**config.mk**
```make
export PLATFORM = sky130hd
export DESIGN_NAME = mma_mac
export DESIGN_NICKNAME = d
export VERILOG_FILES = /design/src/rtl/mma_pkg.sv /design/src/rtl/mma_mac.sv
export SDC_FILE = /design/constraint.sdc
export NUM_CORES = 1
export LEC_CHECK = 0
export ABC_AREA = 1
export BUFFER_PORTS_ARGS = -buffer_cell sky130_fd_sc_hd__buf_2
export CELL_PAD_IN_SITES_DETAIL_PLACEMENT = 1
export CELL_PAD_IN_SITES_GLOBAL_PLACEMENT = 2
export CORE_ASPECT_RATIO = 1.5
export CORE_MARGIN = 2
export CORE_UTILIZATION = 34
export DETAILED_ROUTE_END_ITERATION = 6
export PLACE_DENSITY_LB_ADDON = 0.05
export REMOVE_ABC_BUFFERS = 1
export SETUP_SLACK_MARGIN = 0.4
export SYNTH_ARGS = -nofsm -noshare
export SYNTH_HDL_FRONTEND = slang
export SYNTH_SLANG_ARGS = --single-unit
```
**constraint.sdc**
```tcl
create_clock -name i_clk -period 6.16 [get_ports i_clk]
set_clock_uncertainty 0.1 [all_clocks]
set_input_delay 0.924 -clock i_clk [delete_from_list [all_inputs] [get_ports i_clk]]
set_output_delay 0.924 -clock i_clk [all_outputs]
set_load 0.005 [all_outputs]
```
**src/rtl/mma_pkg.sv**
```systemverilog
// Shared types, constants and helpers of the matrix multiply-accumulate engine.
package mma_pkg;

    localparam int MAX_ELEMS_DEF = 4096;
    localparam int IDX_W         = 12;
    localparam int OPND_W        = 16;
    localparam int PROD_W        = 2 * OPND_W;
    localparam int ACC_W         = 40;
    localparam int DIM_W         = 7;
    localparam int DIM_MAX       = 64;
    localparam int QUOT_W        = 6;
    localparam int CFG_IDX_W     = 3;
    localparam int LAYOUT_W      = 2;

    localparam logic [CFG_IDX_W-1:0] CFG_ROW_COUNT    = 3'd0;
    localparam logic [CFG_IDX_W-1:0] CFG_INNER_LENGTH = 3'd1;
    localparam logic [CFG_IDX_W-1:0] CFG_COL_COUNT    = 3'd2;
    localparam logic [CFG_IDX_W-1:0] CFG_LAYOUT_MODE  = 3'd3;
    localparam logic [CFG_IDX_W-1:0] CFG_ACCUMULATE   = 3'd4;

    localparam logic [LAYOUT_W-1:0] LAYOUT_A_T = 2'd1;
    localparam logic [LAYOUT_W-1:0] LAYOUT_B_T = 2'd2;

    typedef enum logic [1:0] {
        ACT_LOAD_A   = 2'd0,
        ACT_LOAD_B   = 2'd1,
        ACT_LOAD_OUT = 2'd2,
        ACT_COMPUTE  = 2'd3
    } t_action;

    typedef enum logic [2:0] {
        S_IDLE,
        S_DIV,
        S_SETUP,
        S_RUN,
        S_DRAIN,
        S_WRITE
    } t_state;

    typedef struct packed {
        logic                     a_we;
        logic                     b_we;
        logic [IDX_W-1:0]         addr;
        logic signed [OPND_W-1:0] data;
    } t_opnd_wr;

    typedef struct packed {
        logic             re;
        logic [IDX_W-1:0] a_addr;
        logic [IDX_W-1:0] b_addr;
    } t_opnd_rd;

    typedef struct packed {
        logic                    we;
        logic [IDX_W-1:0]        addr;
        logic signed [ACC_W-1:0] data;
    } t_out_wr;

    // A dimension of zero counts as one, anything above the maximum as the maximum.
    function automatic logic [DIM_W-1:0] dim_clip(input logic [DIM_W-1:0] r);
        logic [DIM_W-1:0] v;
        v = r;
        if (r == '0) begin
            v = DIM_W'(1);
        end else if (r > DIM_W'(DIM_MAX)) begin
            v = DIM_W'(DIM_MAX);
        end
        return v;
    endfunction

endpackage

```
**src/rtl/mma_mac.sv**
```systemverilog
// Registered multiplier followed by a saturating accumulator with a sticky clip flag.
module mma_mac (
    input  logic                              i_clk,
    input  logic                              i_rst_n,
    input  logic                              i_init,
    input  logic signed [mma_pkg::ACC_W-1:0]  i_init_value,
    input  logic                              i_valid,
    input  logic signed [mma_pkg::OPND_W-1:0] i_a,
    input  logic signed [mma_pkg::OPND_W-1:0] i_b,
    output logic signed [mma_pkg::ACC_W-1:0]  o_acc,
    output logic                              o_sat,
    output logic                              o_pending
);

    localparam int SUM_W = mma_pkg::ACC_W + 1;

    logic signed [mma_pkg::PROD_W-1:0] r_prod;
    logic                              r_prod_valid;
    logic signed [mma_pkg::ACC_W-1:0]  r_acc;
    logic                              r_sat;
    logic [SUM_W-1:0]                  w_sum;
    logic                              w_ovf;
    logic [mma_pkg::ACC_W-1:0]         w_clip;

    always_ff @(posedge i_clk) begin
        if (i_valid) begin
            r_prod <= i_a * i_b;
        end
    end

    always_ff @(posedge i_clk) begin
        if (!i_rst_n) begin
            r_prod_valid <= 1'b0;
        end else begin
            r_prod_valid <= i_valid;
        end
    end

    // One guard bit shows whether the exact sum left the accumulator range.
    assign w_sum  = {r_acc[mma_pkg::ACC_W-1], r_acc} + SUM_W'(r_prod);
    assign w_ovf  = w_sum[SUM_W-1] != w_sum[SUM_W-2];
    assign w_clip = w_sum[SUM_W-1] ? {1'b1, {(mma_pkg::ACC_W-1){1'b0}}}
                                   : {1'b0, {(mma_pkg::ACC_W-1){1'b1}}};

    always_ff @(posedge i_clk) begin
        if (i_init) begin
            r_acc <= i_init_value;
            r_sat <= 1'b0;
        end else if (r_prod_valid) begin
            r_acc <= w_ovf ? w_clip : w_sum[mma_pkg::ACC_W-1:0];
            if (w_ovf) begin
                r_sat <= 1'b1;
            end
        end
    end

    assign o_acc     = r_acc;
    assign o_sat     = r_sat;
    assign o_pending = r_prod_valid;

    a_sat_sticky : assert property (@(posedge i_clk) disable iff (!i_rst_n)
        (!i_init && r_sat) |=> r_sat)
        else $error("clip flag dropped in the middle of a sum");

endmodule

```
==> results of run 1 <==
-- worst reg2reg max path: cells and delay by family (launching register included) --
kind            cells  cell delay, ns
simple gates        7            1.08
compound gates      2            0.81
fa+ha+maj           2            0.70
buf+inv             3            0.69
flops               1            0.35
-- per-layer routing --
layer	track usage, %	share of wire, %	vias to the layer above
met1	22.9	37	6870
met4	9.11	4.6	0
met3	1.28	1.4	78
met2	46.3	57	168
met5	0	0	-
li1	-	-	6722
-- cells by family after synthesis --
logic type | Yosys count | synth area share (%)
and+or+nand+nor | 811 | 20.4
xor gates and xnor gates | 62 | 3.39
buffers and inverters | 584 | 13.9
adders and majority gates | 385 | 42.4
AOI/OAI and AO/OA | 168 | 6.22
DFF | 74 | 13.7
-- per-stage QoR --
stage	setup TNS (ns)	instances
after floorplan	0	2014
after global placement	-3.99	2906
after detailed placement	-5.81	2906
after CTS	0	2935
after global routing	0	2949
final	0	2949
-- cells in the mapped netlist, drive strengths merged, types with 2 or more instances --
cell type  number
o31ai           2
o21bai         15
a31oi           3
dfxtp           2
inv           514
a21boi          2
nand4          15
buf             9
xor2           43
nand2         548
nor2          160
xnor2          19
nor3           11
or2             6
fa            263
a221oi          2
nand3b          7
ha            122
a21o            5
a21oi         112
clkbuf         61
o21ai          26
nand3          62
edfxtp         72
-- final timing paths --
check | slack [ns] | start | endpoint
max | 0.26 | i_b[15] | r_prod[30]$_DFFE_PP_
min | 0.35 | o_sat$_SDFFE_PP0P_ | o_sat$_SDFFE_PP0P_
max reg2reg | 2.17 | o_acc[0]$_DFFE_PP_ | o_acc[0]$_DFFE_PP_
min reg2reg | 0.35 | o_sat$_SDFFE_PP0P_ | o_sat$_SDFFE_PP0P_
-- cell type report --
| class | instances | area, um^2 | area share [%] |
|---|---|---|---|
| well taps | 594 | 743 | 3.71 |
| inverters | 514 | 1940 | 9.66 |
| repair buffers | 325 | 2540 | 12.6 |
| multi-input cells | 1426 | 12300 | 61.4 |
| clock buffers | 9 | 225 | 1.12 |
| flip-flops and latches | 74 | 2200 | 11.0 |
| clock inverters | 7 | 87.6 | 0.437 |
-- flip-flops by register name, summed over array words and instances, names as in the netlist --
signal     flops
o_acc         40
r_prod        32
o_sat          1
o_pending      1
-- what timing repair did --
action	in CTS	in global routing
setup buffers	11	12
cloned	2	2
resized for setup	165	82
pin swaps	51	55
endpoints found under the setup margin	18	19
==> results.toml, run 1 <==
[global_route]
grt_pass1_vias = 16000
overflow = 0
grt_max_degree = 41
track_usage_pct = 22.5
grt_pass1_wl_mm = 85.1
antenna_found_initial = 0

[logic_synthesis]
synthArstFlopShare_pct = 0
postSynthAreaPerCell_um2 = 7.69
yosysTopAreaCell = "fa_1"
seq_area_frac_synth_pct = 13.7
synth_area_leaders = "fa_1 33%, edfxtp_1 13%, nand2_1 13%"
ys_ff_latch = 74
netlist_area_um2 = 16000
ys.flop_type = "edfxtp_1"
yosys_warnings = 0
synth-edff-count = 72
synth_top_area_share_pct = 32.8
synth_cell_types = 37
synth_cells = 2084

[finish]
final_nets = 2811
final_common_cell = "nand2_1"
antenna_cells = 0
layout-drive-gt1-share_pct = 22.4
fin_util_pct = 43.0
area_delta_synth_final_pct = 25.1
stdcell_area_um2 = 20100
n_fill_cell = 5695
final_cell_mix = "520 x nand2_1, 488 x inv_1, 238 x fa_1, 182 x buf_4, 143 x nor2_1"

[setup_path]
cp_num_buf_inv = 9
critPathMaxFanout = 4
critPathArrivalTime_ns = 5.91
r2r_cells = 14
cpMostUsedCell = "fa_1"
crit_chain = "buf_6 -> clkinvlp_4 -> buf_6 -> buf_4 -> or2_2 -> fa_1 -> fa_1 -> inv_1 -> fa_2 -> inv_1 -> fa_1 -> inv_1 -> fa_1 -> fa_1 -> ha_4 -> inv_1 -> nor3_4 -> buf_4 -> a221oi_2 -> nand2_1 -> xor2_1"
cp_top_family = "adder cells"
critical_path_class = "input port to flip-flop"
max_stage_delay_ns = 0.54
crit_cells = 21
required_ns = 6.18
cp_slowest_cell = "fa_1"
critPathCaptureType = "flip-flop"
cp-start-kind = "input port"

[sta]
final.setup.worst_slack_ns = 0.265
period_share_pct = 95.7
holdWs_ns = 0.346
max_freq_ghz = 0.170
fin_crit_ns = 5.90
setup_violations = 0
slew_headroom_pct = 22.4
slew_violations = 0
worst_slew_pin_slew_ns = 1.16
rsz0062_at_grt = "true"
hold_viol = 0

[placed_design]
port_buffers = 117
place_area_um2 = 18500
place.gp.congestion = 0.885
dp_hpwl_mm = 47.2
pre_cts_ws_ns = -0.505

[cts]
cts_hold_buffers = 0
clock_path_buffers = 2
clk-insertion-delay-late_ns = 0.37
cts_tree = "built"
clk_pin_slew_ns = 0.06
htreeDepth = 3
cts-root-buf = "clkbuf_16"
cts_sinks = 74
cts_made_buffers = 9

[detailed_routing]
drc_errors = 0
avgViaCountPerCell = 4.69
firstDrtPassIters = 4
wl_per_cell_um = 18.2
first_iter_violations = 340
ant_nets = 0
via_count = 13800
routed_wirelength_mm = 53.8

[run]
drv_cap = 0

[floorplanning]
coreArea_um2 = 46600
initial_core_util_pct = 34.4
die_h_um = 270
die_w_um = 181
rows = 97
io_pins = 118
die_area_um2 = 48900

[min_path]
hold_depth = 2
hold_path_class = "flip-flop to flip-flop"

[status]
status = "finished clean"
Power of run 1 is not shown: default switching activity piles up to over one toggle a cycle in this logic, so the estimate is an artifact.
==> inputs of run 2 (changes only) <==
Settings changed: CELL_PAD_IN_SITES_DETAIL_PLACEMENT 1 to 0.
==> results.toml, run 2 (synthesis gave the netlist of run 1 again) <==
[placed_design]
port_buffers = 117
dp_hpwl_mm = 44.4
place.gp.congestion = 0.885

[setup_path]
max_stage_delay_ns = 0.57
required_ns = 6.16
critPathMaxFanout = 4
r2r-start = "o_acc[0]$_DFFE_PP_"
critPathCaptureType = "flip-flop"
r2r_cells = 14
critPathArrivalTime_ns = 5.86
cp-start-kind = "input port"
crit_chain = "buf_6 -> clkinvlp_4 -> buf_6 -> buf_6 -> or2_4 -> fa_2 -> inv_2 -> fa_2 -> inv_2 -> fa_1 -> inv_1 -> fa_1 -> fa_1 -> fa_1 -> ha_4 -> nand2_4 -> nor3_4 -> and3_4 -> a221oi_2 -> nand2_1 -> xor2_1"
r2r_slack_ns = 2.22
cp_slowest_cell = "fa_1"
critical_path_class = "input port to flip-flop"
cpMostUsedCell = "fa_1"
reg2reg_to = "o_acc[0]$_DFFE_PP_"

[detailed_routing]
routed_wirelength_mm = 50.6
ant_nets = 0
avgViaCountPerCell = 4.57
drc_errors = 0
first_iter_violations = 453
firstDrtPassIters = 7
via_count = 13400
wl_per_cell_um = 17.2

[finish]
final_nets = 2803
fin_util_pct = 42.6
area_delta_synth_final_pct = 23.9
final_common_cell = "nand2_1"
antenna_cells = 0
largest_reg_flops = 40
n_fill_cell = 4888
layout-drive-gt1-share_pct = 21.6
multi_input_area_um2 = 12300
seq_area_um2 = 2200
final_cell_mix = "524 x nand2_1, 489 x inv_1, 241 x fa_1, 179 x buf_4, 142 x nor2_1"

[cts]
clk-insertion-delay-late_ns = 0.36
cts_sinks = 74
clock_path_buffers = 2
clk_pin_slew_ns = 0.06
htreeDepth = 3
cts_tree = "built"
cts-root-buf = "clkbuf_16"
cts_made_buffers = 9
cts_hold_buffers = 0

[global_route]
track_usage_pct = 21.2
grt_max_degree = 41
grt_pass1_wl_mm = 80.5
antenna_found_initial = 0
overflow = 0
grt_pass1_vias = 15000

[sta]
rsz0062_at_grt = "true"
slew_headroom_pct = 22.5
worst_slew_pin_slew_ns = 1.16
hold_viol = 0
max_freq_ghz = 0.171
setup_violations = 0
fin_crit_ns = 5.86
period_share_pct = 95.2
slew_violations = 0

[floorplanning]
coreArea_um2 = 46600
io_pins = 118
die_area_um2 = 48900
die_h_um = 270
die_w_um = 181
rows = 97
initial_core_util_pct = 34.4

[status]
status = "finished clean"

[min_path]
hold_path_class = "flip-flop to flip-flop"
hold_end = "o_sat$_SDFFE_PP0P_"
hold_depth = 2
hp-start = "o_sat$_SDFFE_PP0P_"

[run]
drv_cap = 0
==> run 2: cell types whose count changed in the layout (fill, tap and decap cells not counted), sizes merged <==
cell,delta
clkbuf,-2
inv,-4
clkinvlp,+1
clkinv,+3
buf,-6
==> run 2: layout make-up <==
cell class / count / area share (%)
multi-input cells: 1426 / 61.7
repair buffers: 317 / 12.2
well taps: 594 / 3.74
inverters: 514 / 9.76
clock buffers: 9 / 1.13
clock inverters: 7 / 0.384
flip-flops and latches: 74 / 11.1
==> run 2: what timing repair did <==
action                     in CTS  in global routing
pin swaps                      43                 57
buffers inserted               11                  6
cloned                          0                  2
gates resized for setup       117                108
setup endpoints to repair      16                 19
==> run 2: how the worst max path moves through the flow <==
stage	start	to	cells after the start
after floorplan	i_b[1]	r_prod[29]$_DFFE_PP_	22
after global placement	i_b[15]	r_prod[30]$_DFFE_PP_	21
after detailed placement	i_a[7]	r_prod[21]$_DFFE_PP_	23
after CTS	i_b[15]	r_prod[31]$_DFFE_PP_	21
after global routing	i_b[15]	r_prod[31]$_DFFE_PP_	21
final	i_b[15]	r_prod[31]$_DFFE_PP_	21
==> run 2: through the flow <==
stage / setup TNS (ns) / area, um^2 / setup slack (ns) / hold WS, ns / std cells
detailed placement: -5.20 / 18500 / -0.480 / 0.339 / 2906
CTS: 0 / 19400 / 0.239 / 0.348 / 2933
global placement: -3.99 / 18500 / -0.409 / 0.337 / 2906
floorplan: 0 / 15700 / 0.0685 / 0.341 / 2014
finish: 0 / 19900 / 0.298 / 0.343 / 2941
global route: 0 / 19900 / 0.117 / 0.376 / 2941
==> run 2: layer usage <==
layer  up-vias  GRT usage [%]  routed length (um)  part of all wire [%]
met1      6478           22.5               19200                    38
met2       187           43.2               29000                    57
li1       6708              -                   -                     -
met4         0           7.72                1760                   3.5
met5         -              0                   0                     0
met3        60           1.19                 754                   1.5
==> run 2: worst max-delay path, delay by kind of cell <==
kind            cells  cell delay, ns
simple gates        5            0.81
compound gates      1            0.05
xor+xnor            1            0.06
fa+ha+maj           7            3.43
buf+inv             7            0.57
Power of run 2 is left out for the same reason.
